==> src/sv/ssrc_pkg.sv <==
// Package for the sorted store range counter.
// Holds the word types of both channels, default sizes and the cell control group.
// No dependencies.
package ssrc_pkg;

	localparam int unsigned SSRC_CAPACITY   = 256;
	localparam int unsigned SSRC_VALUE_BITS = 32;
	localparam int unsigned SSRC_COUNT_BITS = 9;

	typedef enum logic {
		ACT_INSERT = 1'b0,
		ACT_QUERY  = 1'b1
	} ssrc_action_t;

	typedef struct packed {
		ssrc_action_t       action;
		logic signed [31:0] value;
		logic signed [31:0] low_a;
		logic signed [31:0] high_a;
		logic signed [31:0] low_b;
		logic signed [31:0] high_b;
	} ssrc_item_t;

	typedef struct packed {
		logic [SSRC_COUNT_BITS-1:0] count;
		logic                       dropped_insert;
	} ssrc_result_t;

	// Per-cell control from the fill counter.
	typedef struct packed {
		logic ins;       // insert word accepted and store not full
		logic occupied;  // cell index below fill count
		logic at_end;    // cell index equals fill count
	} ssrc_cell_ctrl_t;

endpackage

==> src/sv/ssrc_count_tree.sv <==
// Registered adder tree that counts the hit flags of all cells, with a register at each level.
// Carries a valid bit and a one-bit tag alongside. Depends on ssrc_pkg.
module ssrc_count_tree import ssrc_pkg::*; #(
	parameter int unsigned CAPACITY = SSRC_CAPACITY,
	localparam int unsigned CW      = $clog2(CAPACITY + 1),
	localparam int unsigned LEVELS  = $clog2(CAPACITY)
) (
	input  logic                clk,
	input  logic                arst_n,
	input  logic                in_valid,
	input  logic                in_tag,
	input  logic [CAPACITY-1:0] hit,
	output logic                out_valid,
	output logic                out_tag,
	output logic [CW-1:0]       total
);

	localparam int unsigned LEAVES = 1 << LEVELS;
	localparam int unsigned NODES  = 2 * LEAVES - 1;

	logic [CW-1:0] node_q [NODES];
	logic [LEVELS:0] vld_q;
	logic [LEVELS:0] tag_q;

	for (genvar k = 0; k < LEAVES; k++) begin : g_leaf
		if (k < CAPACITY) begin : g_used
			always_ff @(posedge clk) begin
				node_q[LEAVES-1+k] <= CW'(hit[k]);
			end
		end else begin : g_pad
			always_ff @(posedge clk) begin
				node_q[LEAVES-1+k] <= '0;
			end
		end
	end

	for (genvar k = 0; k < LEAVES - 1; k++) begin : g_node
		always_ff @(posedge clk) begin
			node_q[k] <= node_q[2*k+1] + node_q[2*k+2];
		end
	end

	always_ff @(posedge clk or negedge arst_n) begin
		if (!arst_n) begin
			vld_q <= '0;
		end else begin
			vld_q <= {vld_q[LEVELS-1:0], in_valid};
		end
	end

	always_ff @(posedge clk) begin
		tag_q <= {tag_q[LEVELS-1:0], in_tag};
	end

	assign out_valid = vld_q[LEVELS];
	assign out_tag   = tag_q[LEVELS];
	assign total     = node_q[0];

endmodule

==> config.mk <==
export PLATFORM = sky130hd
export DESIGN_NAME = ssrc_count_tree
export DESIGN_NICKNAME = d
export VERILOG_FILES = /design/src/sv/ssrc_pkg.sv /design/src/sv/ssrc_count_tree.sv
export SDC_FILE = /design/constraint.sdc
export NUM_CORES = 1
export LEC_CHECK = 0
export ABC_CLOCK_PERIOD_IN_PS = 2200
export BUFFER_PORTS_ARGS = -buffer_cell sky130_fd_sc_hd__buf_2
export CAP_MARGIN = 25
export CORE_MARGIN = 8
export CORE_UTILIZATION = 56
export CTS_BUF_LIST = sky130_fd_sc_hd__clkbuf_2
export CTS_CLUSTER_DIAMETER = 80
export DETAILED_ROUTE_END_ITERATION = 10
export PLACE_DENSITY = 0.75
export SLEW_MARGIN = 0
export SYNTH_ARGS = -nofsm -noshare
export SYNTH_HDL_FRONTEND = slang
export SYNTH_MEMORY_MAX_BITS = 65536
export SYNTH_SLANG_ARGS = --single-unit
==> constraint.sdc <==
create_clock -name clk -period 2.2 [get_ports clk]
set_input_delay 0.11 -clock clk [delete_from_list [all_inputs] [get_ports clk]]
set_output_delay 0.11 -clock clk [all_outputs]
set_load 0.05 [all_outputs]
==> flow_summary.ini <==
[run_status]
status = finished clean

[placed_design]
post-place-ws_ps = 562
dpl.cell_count = 3595
io_buffers = 270
routabilityCongestion = 0.756
place_hpwl_mm = 35.5

[setup_path]
ff2ff_path_depth = 6
worstPathBufferInverterCount = 1
worstSetupPathDepth = 1
required_ps = 2090
crit_path_cell_trace = buf_12
cp-start-kind = flop
crit_path_max_fanout = 1
cp.arrival_ps = 1990
crit_path_top_delay_cell = dfxtp_2
critPathMaxStageDelay_ps = 370
path_class = flop to output pin
cpLargestDelayFamily = flip-flops
crit_path_end_kind = output pin

[power]
p_int_mw = 34.6
p_sw_mw = 17.5
power_frac_seq_pct = 47.3
p_comb_share_pct = 29.1
p_sw_share_pct = 33.6
power.density_nw_per_um2 = 1140
leakagePower_nw = 23.0
ir_worst_vdd_mv = 0.653
clock_power_share_pct = 23.6

[clock_tree]
cts.sinks = 1031
clock_path_buffers = 3
cts-root-buf = clkbuf_2
cts_tree = built
htree_levels = 4
clkLatencyLatePin_ps = 1470
cts_inserted_buffers = 233
cts.clk_slew.worst_paths_ps = 140

[cells_and_area]
fin_util_pct = 76.6
stdcell_count = 4805
drive_gt1_share_pct = 15.8
final_cell_mix = 1015 x dfxtp_1, 777 x dlygate4sd3_1, 529 x inv_1, 438 x ha_1, 327 x clkbuf_2
final_common_cell = dfxtp_1
nets = 4650
nFillCells = 3228
syn_to_final_growth_pct = 36.5

[floorplan]
start_util_pct = 56.1
dieArea_um2 = 68100
fp-row-count = 90
io_pins = 271
die_h_um = 261
chipWidth_um = 261
coreArea_um2 = 59900

[global_route]
antenna_found_initial = 14
grt_max_degree = 20
grt_pass1_vias = 26900
grt_usage_pct = 26.1
overflow = 0
grt_first_pass_wirelength_mm = 137

[detailed_routing]
wirelength_mm = 87.3
first_pass_iters = 5
dr_wl_met3_mm = 3.72
dr_wl_met2_mm = 49.0
top_layer = met4
wl_per_cell_um = 18.2
drt-vias-per-instance = 4.64
drtIter0Drc = 716
m1WireLength_mm = 29.0
ant_nets = 0
drc_errors = 0
num_vias = 22300

[timing]
drv_slew = 0
post-route-period-util_pct = 95.4
rsz0062_at_grt = yes
fmax_mhz = 476
setup_slack_ps = 101
finClkSkew_ps = 129
worst-slew-pin-transition_ps = 853
hold_violations = 0
slew_headroom_pct = 43.1
setup_violations = 0
setup_tns_ps = 0
fin_crit_ps = 2100

[synth]
synth_area_per_cell_um2 = 13.2
syn-num-nets = 3377
ys_warn_count = 0
synth_area_um2 = 33600
ys_ff_latch = 1031
ys_types = 28
synth_cells = 2552
ys_seq_area_share_pct = 61.5

[run]
maxCapViolations = 0

[min_path]
hp-class = input port to asynchronous set/reset pin
==> what timing repair did <==
item,4_1_cts,5_1_grt
endpoints found under the setup margin,11,1
gates cloned,0,0
endpoints found under the hold margin,267,0
setup buffers,0,0
hold buffers,777,0
gates resized for setup,32,1
==> state kept, by name, summed over array words and instances, names as in the netlist <==
name / cells
node_q: 1013
tag_q: 9
vld_q: 9
==> metrics by stage <==
stage          power [mW]  cell area [um2]  hold slack, ps
3_5_place_dp         38.3            35900           -39.0
2_1_floorplan        34.6            33600            -186
5_1_grt              55.9            45900             135
3_3_place_gp         37.8            35900           -48.2
6_report             52.1            45900             280
4_1_cts              51.1            45800            5.88
==> layout make-up <==
class / count / area [um2] / area share [%]
diodes: 19 / 47.5 / 0.104
clock buffers: 327 / 1640 / 3.57
clock inverters: 87 / 445 / 0.971
inverters: 530 / 1990 / 4.33
multi-input cells: 982 / 10900 / 23.7
flip-flops and latches: 1031 / 20700 / 45.1
well taps: 782 / 978 / 2.13
repair buffers: 1047 / 9210 / 20.1
==> final timing paths <==
path	from	endpoint	slack (ps)
worst max-delay path	tag_q[8]$_DFF_P_	out_tag	100
worst min-delay path	arst_n	vld_q[8]$_DFF_PN0_	280
worst max register to register	node_q[0][27]$_DFF_P_	node_q[0][15]$_DFF_P_	520
worst min register to register	tag_q[7]$_DFF_P_	tag_q[8]$_DFF_P_	320
max in group asynchronous	arst_n	vld_q[1]$_DFF_PN0_	1610
min in group clk	tag_q[7]$_DFF_P_	tag_q[8]$_DFF_P_	320
==> cell usage after synthesis (all sizes together) <==
| master | count | share of area, % |
|---|---|---|
| dfxtp | 1022 | 61 |
| a31oi | 2 | 0.037 |
| o211ai | 6 | 0.13 |
| nand2 | 29 | 0.32 |
| o21ai | 26 | 0.39 |
| nor2b | 19 | 0.35 |
| a2111oi | 1 | 0.045 |
| nand2b | 9 | 0.17 |
| o21bai | 1 | 0.022 |
| fa | 127 | 7.6 |
| nor3 | 2 | 0.030 |
| ha | 438 | 16 |
| nand3 | 2 | 0.030 |
| a21o | 116 | 2.6 |
| inv | 530 | 5.9 |
| dfrtp | 9 | 0.67 |
| xor2 | 16 | 0.42 |
| a21oi | 71 | 1.1 |
| mux2i | 1 | 0.030 |
| buf | 9 | 0.20 |
| nor2 | 10 | 0.12 |
| nor4 | 1 | 0.019 |
| xnor2 | 102 | 2.7 |
| a221oi | 1 | 0.045 |
| a311o | 2 | 0.060 |
==> power groups by stage <==
stage               registers [mW]  logic (mW)  clock network, mW
CTS                           24.5        14.7               11.8
global route                  25.0        17.2               13.6
detailed placement            24.9        13.4                  0
global placement              24.8        13.0                  0
finish                        24.7        15.2               12.3
floorplan                     24.3        10.3                  0
==> per-layer routing <==
metal / track usage (%) / up-vias
met3: 6.93 / 332
li1: - / 10600
met2: 51.3 / 680
met1: 22.5 / 10600
met5: 0 / -
met4: 18.2 / 0
==> logic make-up after synthesis <==
group | count (synthesis) | share of synthesized area (%)
AO/OA/AOI/OAI | 226 | 4.38
XOR/XNOR | 118 | 3.07
adder cells (fa/ha/maj) | 565 | 23.9
buffers and inverters | 539 | 6.12
flip-flops | 1031 | 61.5
multiplexers | 1 | 0.0298
AND/OR/NAND/NOR | 72 | 1.04
Power figures use the tool's default switching activity.
