File: src/sv/ssrc_pkg.sv
// Package for the sorted store range counter.
// Holds the word types of both channels, default sizes and the cell control group.
// No dependencies.
package ssrc_pkg;

	localparam int unsigned SSRC_CAPACITY   = 256;
	localparam int unsigned SSRC_VALUE_BITS = 32;
	localparam int unsigned SSRC_COUNT_BITS = 9;

	typedef enum logic {
		ACT_INSERT = 1'b0,
		ACT_QUERY  = 1'b1
	} ssrc_action_t;

	typedef struct packed {
		ssrc_action_t       action;
		logic signed [31:0] value;
		logic signed [31:0] low_a;
		logic signed [31:0] high_a;
		logic signed [31:0] low_b;
		logic signed [31:0] high_b;
	} ssrc_item_t;

	typedef struct packed {
		logic [SSRC_COUNT_BITS-1:0] count;
		logic                       dropped_insert;
	} ssrc_result_t;

	// Per-cell control from the fill counter.
	typedef struct packed {
		logic ins;       // insert word accepted and store not full
		logic occupied;  // cell index below fill count
		logic at_end;    // cell index equals fill count
	} ssrc_cell_ctrl_t;

endpackage

File: src/sv/ssrc_cell.sv
// One cell of the sorted chain: holds one value, shifts up on insert, flags query hits.
// Depends on ssrc_pkg.
module ssrc_cell import ssrc_pkg::*; #(
	parameter int unsigned VALUE_BITS = SSRC_VALUE_BITS
) (
	input  logic                         clk,
	input  ssrc_cell_ctrl_t              ctrl,
	input  logic signed [VALUE_BITS-1:0] key,
	input  logic signed [VALUE_BITS-1:0] prev_value,
	input  logic                         prev_gt,
	input  logic signed [VALUE_BITS-1:0] low_a,
	input  logic signed [VALUE_BITS-1:0] high_a,
	input  logic signed [VALUE_BITS-1:0] low_b,
	input  logic signed [VALUE_BITS-1:0] high_b,
	output logic signed [VALUE_BITS-1:0] value_q,
	output logic                         gt,
	output logic                         hit
);

	logic take;
	logic in_a;
	logic in_b;

	assign gt   = ctrl.occupied && (value_q > key);
	// The new key lands at the first cell above it; cells past it take the lower neighbor.
	assign take = gt || ctrl.at_end;
	assign in_a = (low_a <= value_q) && (value_q <= high_a);
	assign in_b = (low_b <= value_q) && (value_q <= high_b);
	assign hit  = ctrl.occupied && (in_a || in_b);

	always_ff @(posedge clk) begin
		if (ctrl.ins && take) begin
			value_q <= prev_gt ? prev_value : key;
		end
	end

endmodule

File: config.mk
export PLATFORM = sky130hd
export DESIGN_NAME = ssrc_cell
export DESIGN_NICKNAME = d
export VERILOG_FILES = /design/src/sv/ssrc_pkg.sv /design/src/sv/ssrc_cell.sv
export SDC_FILE = /design/constraint.sdc
export NUM_CORES = 1
export LEC_CHECK = 0
export ABC_AREA = 0
export BUFFER_PORTS_ARGS = -buffer_cell sky130_fd_sc_hd__buf_2
export CAP_MARGIN = 20
export CORE_ASPECT_RATIO = 0.6
export CORE_MARGIN = 2
export CORE_UTILIZATION = 45
export DETAILED_ROUTE_END_ITERATION = 10
export GPL_TIMING_DRIVEN = 0
export PLACE_DENSITY_LB_ADDON = 0.3
export SKIP_CTS_REPAIR_TIMING = 1
export SYNTH_ARGS = -nofsm -noshare
export SYNTH_HDL_FRONTEND = slang
export SYNTH_SLANG_ARGS = --single-unit
File: constraint.sdc
create_clock -name clk -period 3 [get_ports clk]
set_input_delay 0.6 -clock clk [delete_from_list [all_inputs] [get_ports clk]]
set_output_delay 0.6 -clock clk [all_outputs]
set_load 0.02 [all_outputs]
==> results of run 1 <==
## layer usage
metal	GRT usage (%)	part of all wire, %	vias to the layer above	wire (um)
met5	0	0.15	-	26
met1	38.93	51	2440	8797
met2	35.80	40	219	6842
met4	4.456	1.1	4	192
met3	3.335	7.2	19	1239
li1	-	-	2787	-
## worst max-delay path: cells and delay by family, from the launching register on
kind / cells / cell delay, ns
XOR/XNOR: 1 / 0.14
adder cells (fa/ha/maj): 1 / 0.21
AO/OA/AOI/OAI: 4 / 0.56
AND/OR/NAND/NOR: 3 / 0.77
buffers and inverters: 2 / 0.30
flip-flops: 1 / 0.55
## cells by family (layout without fill, tap and decap cells)
group	after synthesis	after routing
buffers and inverters	135	393
adders and majority gates	160	160
xor gates and xnor gates	4	4
and+or+nand+nor	137	137
other	0	1
muxes	1	1
AOI/OAI and AO/OA	159	160
DFF	32	32
## power breakdown
part | switching (mW) | total (mW) | internal, mW
clock network | 0.205 | 0.514 | 0.309
logic | 0.504 | 0.959 | 0.455
registers | 0.0651 | 0.603 | 0.538
total | 0.775 | 2.08 | 1.30
## metrics by stage
step	cell area, um^2	utilization, %
2_1_floorplan	5298	-
3_3_place_gp	6644	58.42
3_5_place_dp	6644	58.42
4_1_cts	6793	59.72
5_1_grt	7221	63.49
6_report	7223	63.51
## cell usage in the layout, fill, tap and decap left out, types with 3 or more instances in the layout
cell type | netlist | routed
nand3_1 | 14 | 14
o21ai_1 | 1 | 5
nor3_2 | 3 | 5
and2_0 | 5 | 5
a21o_1 | 33 | 33
nand4_2 | 3 | 3
o21ai_0 | 41 | 36
inv_2 | 0 | 8
a21oi_1 | 46 | 43
edfxtp_1 | 32 | 32
xnor2_1 | 3 | 3
clkbuf_16 | 0 | 5
a221o_1 | 5 | 5
buf_4 | 0 | 21
buf_2 | 0 | 227
nor2_1 | 8 | 8
a211oi_1 | 3 | 3
inv_1 | 128 | 120
a221oi_2 | 0 | 3
nand4_1 | 25 | 25
a21boi_1 | 4 | 4
ha_1 | 160 | 148
ha_4 | 0 | 12
nand2_1 | 55 | 55
and4_1 | 9 | 9
o21a_1 | 4 | 4
a21oi_2 | 3 | 6
a221oi_1 | 8 | 5
clkbuf_1 | 7 | 7
## final cells by class
class                           count  area [um^2]  share of cell area [%]
Multi-Input combinational cell    462         4088                   56.59
Timing Repair Buffer              250         1316                   18.22
Sequential cell                    32        960.9                   13.30
Inverter                          128        480.5                   6.652
Tap cell                          160        200.2                   2.772
Clock buffer                        5        125.1                   1.732
Buffer                              7        26.28                  0.3638
Clock inverter                      3        23.77                  0.3291
Antenna cell                        1        2.502                 0.03464
## worst min-delay path by stage
stage	start	end	slack, ns	depth (start not counted)
detailed placement	prev_value[26]	value_q[26]	0.89	3
finish	prev_value[11]	value_q[11]	0.60	3
CTS	prev_value[11]	value_q[11]	0.60	3
global placement	prev_value[14]	value_q[14]	0.88	3
global route	prev_value[26]	value_q[26]	0.61	3
floorplan	prev_value[30]	value_q[30]	0.79	2
==> flow_summary.json, run 1 <==
{
  "start_util_pct": 46.53,
  "grt_usage_pct": 24.73,
  "ys.flop_type": "edfxtp_1",
  "slew_violations": 0,
  "clockBufferDepth": 2,
  "startpoint": "value_q[15]",
  "drc": 0,
  "htreeDepth": 2,
  "p_leak_nw": 4.087,
  "rows": 30,
  "critPathKind": "reg2out",
  "ant_nets": 0,
  "r2r_end": "value_q[0]",
  "critPathMaxStageDelay_ns": 0.55,
  "final_nets": 1243,
  "cts-root-buf": "clkbuf_16",
  "reg2reg_from": "value_q[17]",
  "io_pins": 231,
  "via_per_inst": 5.219,
  "synth_largest_area_cell": "ha_1",
  "insertion_delay_ns": 0.28,
  "antenna_found_initial": 2,
  "synth_top_area_share_pct": 37.83,
  "syn_area_mm2": 0.005293,
  "grt_overflow": 0,
  "reg_top3": "value_q x32",
  "ys_warn_count": 0,
  "crit_end": "hit",
  "wirelength_um": 17100,
  "numPortBuffers": 229,
  "cts_tree": "yes",
  "fmax_mhz": 292.9,
  "grt_pass1_wl_um": 24150,
  "worstPathMaxFanout": 5,
  "hp-class": "in2reg",
  "power_mw": 2.076,
  "reg2reg_setup_slack_ns": 0.22,
  "grt_pass1_vias": 4879,
  "synth_cell_types": 42,
  "ir_worst_vdd_mv": 0.3496,
  "synth_xor_area_share_pct": 0.6619,
  "start_kind": "register",
  "fp.dieH_um": 88.01,
  "cts_inserted_buffers": 5,
  "synth-compound-area-share_pct": 19.15,
  "endpoint_kind": "output port",
  "synth-edff-count": 32,
  "drv_cap": 0,
  "fin_ws_ns": -0.4140,
  "synth_nets": 985,
  "die_w_um": 144.0,
  "firstDrtPassIters": 5,
  "synth-seq-cells": 32,
  "path_cells": "inv_2 -> ha_4 -> nand4_1 -> nor3_2 -> a21boi_1 -> or4b_4 -> a21oi_2 -> xnor2_1 -> o22ai_1 -> a21boi_2 -> buf_6",
  "syn2layout_area_growth_pct": 36.48,
  "async_reset_ff_share_pct": 0,
  "largest_register": "value_q",
  "synth_top_family_by_area": "adder cells",
  "synthTopCellsByCount": "ha_1 (160), inv_1 (128), nand2_1 (55)",
  "clkSinkCount": 32,
  "setup_viol": 2,
  "hold_viol": 0,
  "syn_area_per_cell_um2": 8.428,
  "stdcell_count": 1048,
  "relSlewSlack_pct": 66.04,
  "required_ns": 2.40,
  "power.density_mw_per_mm2": 287.4,
  "min_period_ns": 3.414,
  "drive_gt1_share_pct": 35.17,
  "holdWs_ns": 0.6017,
  "largest_register_ffs": 32,
  "synthAdderAreaFrac_pct": 37.83,
  "synth-simple-area-share_pct": 14.42,
  "fin_skew_ns": 0.005846,
  "status": "finished with violations",
  "place_congestion": 0.8920,
  "ys_seq_area_share_pct": 18.16,
  "coreArea_mm2": 0.01137,
  "hpwlAfterDp_um": 14350,
  "rsz0062_at_grt": "yes",
  "grt_start_max_net_pins": 33,
  "drt_iter0_drc": 215,
  "worstPathArrival_ns": 2.81,
  "post-place-ws_ns": -0.3317,
  "fill_cells": 998,
  "syn_inst": 628,
  "worst_pin_slew_ns": 0.5093,
  "clk_pin_slew_ns": 0.06,
  "slowest_stage": "edfxtp_1",
  "synthMuxAreaShare_pct": 0.2128,
  "post-route-period-util_pct": 113.8,
  "setup_tns_ns": -0.7077,
  "synthMostInstantiatedCell": "ha_1",
  "place_inst": 1017,
  "synth_area_leaders": "ha_1 (38%), edfxtp_1 (18%), inv_1 (9.1%), a21o_1 (4.7%), a21oi_1 (4.3%)",
  "die_area_mm2": 0.01267,
  "r2r_cells": 9,
  "vias": 5469,
  "wire_per_inst_um": 16.31,
  "violations": "negative setup slack"
}
Power figures use the tool's default switching activity.
==> inputs of run 2 (changes only) <==
- BUFFER_PORTS_ARGS: -buffer_cell sky130_fd_sc_hd__buf_2 -> not set
- CORE_UTILIZATION: 45 -> 60
- DONT_BUFFER_PORTS: not set -> 1
==> run 2 against run 1 <==
  * Clock skew up 0.0027 ns
  * Critical endpoint unchanged
  * Power is 4.5% lower
  * Global-route usage rose by 7.2 points
  * Die area down 24%
  * Clock power is 12% higher
  * Sequential power grew 7.6%
  * Largest cell class unchanged
  * Combinational power fell by 21%
  * Register-to-register slack lost 0.04 ns
  * Fmax is 4.0% lower
  * The run still ends with negative setup slack left
  * Hold slack worse by 0.086 ns
  * Critical path depth is 1 lower
==> flow_summary.json, run 2 (synthesis gave the netlist of run 1 again) <==
{
  "swShare_pct": 36.33,
  "via_per_inst": 6.440,
  "vias": 4862,
  "grt_pass1_wl_um": 24320,
  "critPathKind": "reg2out",
  "final_nets": 999,
  "wire_per_inst_um": 21.57,
  "hp-class": "in2reg",
  "min_period_ns": 3.558,
  "grt_usage_pct": 31.96,
  "min-delay-start": "prev_value[15]",
  "critPathMaxStageDelay_ns": 0.63,
  "ant_nets": 0,
  "clk_pin_slew_ns": 0.06,
  "fmax_mhz": 281.1,
  "largest_register_ffs": 32,
  "coreArea_mm2": 0.008523,
  "rsz0062_at_grt": "yes",
  "fp.dieH_um": 76.75,
  "required_ns": 2.40,
  "power.density_mw_per_mm2": 336.9,
  "grt_use_met3_pct": 5.024,
  "r2r_cells": 9,
  "reg_top3": "value_q x32",
  "path_cells": "inv_2 -> ha_1 -> nand4_1 -> nor3_2 -> nand4_1 -> o211a_1 -> o221ai_2 -> xor2_2 -> o22ai_2 -> a21boi_4",
  "cts_tree": "yes",
  "htreeDepth": 2,
  "endpoint_kind": "output port",
  "ir_worst_vdd_mv": 0.3783,
  "worstPathMaxFanout": 5,
  "rows": 26,
  "p_sw_uw": 720.0,
  "setup_tns_ns": -0.8669,
  "insertion_delay_ns": 0.28,
  "post-route-period-util_pct": 118.6,
  "reg2reg_setup_slack_ns": 0.18,
  "worst_pin_slew_ns": 0.5299,
  "clkSinkCount": 32,
  "antenna_found_initial": 0,
  "status": "finished with violations",
  "grtUsageMet1_pct": 45.96,
  "busiest_layer": "met2",
  "io_pins": 231,
  "start_kind": "register",
  "antenna_cells": 0,
  "hold_depth": 2,
  "share_comb_of_total_power_pct": 38.1,
  "hold_viol": 0,
  "grt_pass1_vias": 4804,
  "grt_start_max_net_pins": 33,
  "numPortBuffers": 0,
  "reg2reg_from": "value_q[1]",
  "grt_overflow": 0,
  "violations": "negative setup slack",
  "largest_register": "value_q",
  "syn2layout_area_growth_pct": 11.13,
  "cts_inserted_buffers": 5,
  "mostFrequentLayoutCells": "ha_1 (153), inv_1 (115), nand2_1 (55), a21oi_1 (45), o21ai_0 (39)",
  "die_w_um": 125.3,
  "post-place-ws_ns": -0.4321,
  "p_int_mw": 1.262,
  "setup_viol": 2,
  "drv_cap": 0,
  "drc": 0,
  "firstDrtPassIters": 5,
  "final_util_pct": 69.01,
  "final_common_cell": "ha_1",
  "slowest_stage": "edfxtp_1",
  "clkPwrFrac_pct": 29.2,
  "place_congestion": 0.9096,
  "cpMostUsedCell": "nand4_1",
  "p_seq_share_pct": 32.8,
  "holdPathEnd": "value_q[15]",
  "r2r_end": "value_q[15]",
  "hpwlAfterDp_um": 13560,
  "clockBufferDepth": 2,
  "drt_iter0_drc": 261,
  "fin_ws_ns": -0.5576,
  "start_util_pct": 62.10,
  "grtUsageMet2_pct": 50.65,
  "relSlewSlack_pct": 64.67,
  "drive_gt1_share_pct": 10.58,
  "slew_violations": 0,
  "power_mw": 1.982,
  "fin_skew_ns": 0.008502,
  "cts-root-buf": "clkbuf_16",
  "die_area_mm2": 0.009613,
  "wirelength_um": 16280,
  "worstPathArrival_ns": 2.96,
  "p_leak_nw": 3.140
}
==> run 2: changes by cell type in the layout (fill, tap and decap cells not counted), moves of 3 or more <==
| cell | change |
|---|---|
| buf_2 | -227 |
| buf_4 | -16 |
| ha_1 | +5 |
| ha_4 | -5 |
| inv_1 | -5 |
| inv_2 | +5 |
| a21oi_2 | -3 |
| o21ai_0 | +3 |
==> run 2: area by class of cell <==
class / instances / area [um^2]
fill: 678 / 2641
tap: 112 / 140.1
buffer: 7 / 26.28
multi-input combinational: 463 / 4069
clock buffer: 5 / 125.1
timing repair buffer: 5 / 37.54
sequential: 32 / 960.9
clock inverter: 3 / 42.54
inverter: 128 / 480.5
==> run 2: critical path, delay by kind of cell (launching register included) <==
| family | cells | cell delay (ns) |
|---|---|---|
| AO/OA/AOI/OAI | 4 | 0.90 |
| XOR/XNOR | 1 | 0.21 |
| adder cells (fa/ha/maj) | 1 | 0.34 |
| buffers and inverters | 1 | 0.11 |
| flip-flops | 1 | 0.63 |
| AND/OR/NAND/NOR | 3 | 0.48 |
==> run 2: per-stage QoR <==
stage               hold WS [ns]  cell area, um^2  cells
floorplan                 0.7871             5298    628
global placement          0.7945             5438    740
detailed placement        0.7997             5438    740
CTS                       0.5126             5605    748
global route              0.5241             5882    755
finish                    0.5159             5882    755
==> run 2: worst max path at each step <==
stage                           start  end  slack (ns)  cells past startpoint
final                     value_q[13]  hit       -0.56                     10
after global routing      value_q[15]  hit       -0.66                     10
after CTS                 value_q[31]  hit       -0.75                      9
after detailed placement  value_q[31]  hit       -0.43                      9
after global placement    value_q[14]  hit       -0.35                     10
after floorplan            high_a[14]  hit        0.02                     10
==> run 2: power by group through the flow <==
stage / logic, mW / clock network [mW] / registers [mW]
final: 0.754 / 0.578 / 0.649
after floorplan: 0.512 / 0 / 0.619
after global placement: 0.618 / 0 / 0.652
after global routing: 0.852 / 0.599 / 0.653
after CTS: 0.676 / 0.582 / 0.645
after detailed placement: 0.669 / 0 / 0.654
==> run 2: routing by layer <==
metal | wire, um | vias to the layer above
li1 | - | 2302
met1 | 7384 | 2271
met2 | 7379 | 266
met3 | 1330 | 23
met4 | 188 | 0
met5 | 0 | -
==> inputs of run 3 (changes only) <==
- CORE_UTILIZATION: 60 -> 55
==> run 3 against run 2 <==
  * The flow still finishes with violations (negative setup slack)
  * Via count is 2.7% lower
  * Largest power group unchanged
  * Fmax up 0.33%
  * Combinational power down 5.4%
  * Highest routed layer unchanged
  * First-iteration DRC count is 14% higher
  * Design area shrank 1.5%
==> flow_summary.json, run 3 (synthesis gave the netlist of run 1 again) <==
{
  "status": "finished with violations",
  "violations": "negative setup slack",
  "vias": 4730,
  "htreeDepth": 2,
  "io_pins": 231,
  "clkSinkCount": 32,
  "numPortBuffers": 0,
  "firstDrtPassIters": 5,
  "via_per_inst": 6.135,
  "setup_tns_ns": -0.8563,
  "reg_top3": "value_q x32",
  "worst_pin_slew_ns": 0.5452,
  "mostFrequentLayoutCells": "ha_1 (155), inv_1 (121), nand2_1 (55), a21oi_1 (43), o21ai_0 (39)",
  "die_w_um": 130.6,
  "drc": 0,
  "ir_worst_vdd_mv": 0.3784,
  "final_nets": 997,
  "hpwlAfterDp_um": 13970,
  "antenna_cells": 0,
  "fin_ws_ns": -0.5459,
  "clockBufferDepth": 2,
  "rsz0062_at_grt": "yes",
  "slew_violations": 0,
  "endpoint_kind": "output port",
  "rows": 27,
  "grt_usage_pct": 30.11,
  "drv_cap": 0,
  "grt_pass1_wl_um": 23890,
  "hold_viol": 0,
  "grt_use_met3_pct": 6.635,
  "insertion_delay_ns": 0.28,
  "final_common_cell": "ha_1",
  "grtUsageMet1_pct": 41.35,
  "post-route-period-util_pct": 118.2,
  "drive_gt1_share_pct": 8.268,
  "grtUsageMet2_pct": 48.49,
  "busiest_layer": "met2",
  "place_area_mm2": 0.005460,
  "largest_register": "value_q",
  "critPathKind": "reg2out",
  "power.density_mw_per_mm2": 335.1,
  "wirelength_um": 16110,
  "start_util_pct": 57.18,
  "grt_start_max_net_pins": 33,
  "fin_skew_ns": 0.005186,
  "coreArea_mm2": 0.009256,
  "fmax_mhz": 282.0,
  "place_congestion": 0.9190,
  "cts_inserted_buffers": 5,
  "drt_iter0_drc": 297,
  "die_area_mm2": 0.01045,
  "relSlewSlack_pct": 63.65,
  "min_period_ns": 3.546,
  "fill_cells": 823,
  "largest_register_ffs": 32,
  "cts_tree": "yes",
  "ant_nets": 0,
  "start_kind": "register",
  "clk_pin_slew_ns": 0.05,
  "post-place-ws_ns": -0.3702,
  "worstPathArrival_ns": 2.95,
  "p_leak_nw": 3.096,
  "hp-class": "in2reg",
  "cts-root-buf": "clkbuf_16",
  "required_ns": 2.40,
  "wire_per_inst_um": 20.89,
  "final_util_pct": 62.60,
  "setup_viol": 2,
  "syn2layout_area_growth_pct": 9.480,
  "fin_area_mm2": 0.005794,
  "worstPathMaxFanout": 5,
  "antenna_found_initial": 0,
  "fp.dieH_um": 79.99,
  "grt_pass1_vias": 4782,
  "grt_overflow": 0
}
run 3: cell types whose count changed in the layout (fill, tap and decap cells not counted), sizes merged:
cell	change
buf	-1
o31a	-1
run 3: final cells by class:
type / count / area (um^2) / area share [%]
inverters: 128 / 480.5 / 8.292
well taps: 130 / 162.7 / 2.807
repair buffers: 4 / 30.03 / 0.5182
clock inverters: 3 / 42.54 / 0.7342
plain buffers: 7 / 26.28 / 0.4535
multi-input cells: 462 / 3966 / 68.45
clock buffers: 5 / 125.1 / 2.159
flip-flops and latches: 32 / 960.9 / 16.58
run 3: final timing paths:
| kind | start | end | slack, ns | depth (start not counted) |
|---|---|---|---|---|
| worst max-delay path | value_q[14] | hit | -0.55 | 10 |
| worst min-delay path | prev_value[16] | value_q[16] | 0.51 | 2 |
| worst max register to register | value_q[14] | value_q[22] | 0.17 | 7 |
| worst min register to register | value_q[31] | value_q[6] | 1.79 | 4 |
run 3: critical path: stages (launching register included):
cell and delay, ns:
edfxtp_1 0.68, inv_2 0.14, ha_4 0.28, nand4_1 0.14, nor3_2 0.06, a21boi_1 0.13
or4b_4 0.53, a21oi_2 0.15, xnor2_1 0.13, o22ai_1 0.11, a21boi_2 0.30
run 3: stage by stage:
| step | hold WS [ns] | total power, mW | instances |
|---|---|---|---|
| 2_1_floorplan | 0.7871 | 1.131 | 628 |
| 3_3_place_gp | 0.7949 | 1.272 | 758 |
| 3_5_place_dp | 0.8016 | 1.319 | 758 |
| 4_1_cts | 0.5116 | 1.897 | 766 |
| 5_1_grt | 0.5166 | 2.075 | 771 |
| 6_report | 0.5130 | 1.942 | 771 |
run 3: where the power goes:
part | switching [mW] | internal, mW | leakage [nW] | total [mW]
Sequential | 0.110 | 0.539 | 0.306 | 0.649
Clock | 0.190 | 0.390 | 0.0798 | 0.580
Combinational | 0.396 | 0.317 | 2.71 | 0.713
run 3: metal layers:
metal	up-vias	routed length, um
met2	223	7018
met5	-	0
met4	0	161
li1	2287	-
met1	2206	7427
met3	14	1500
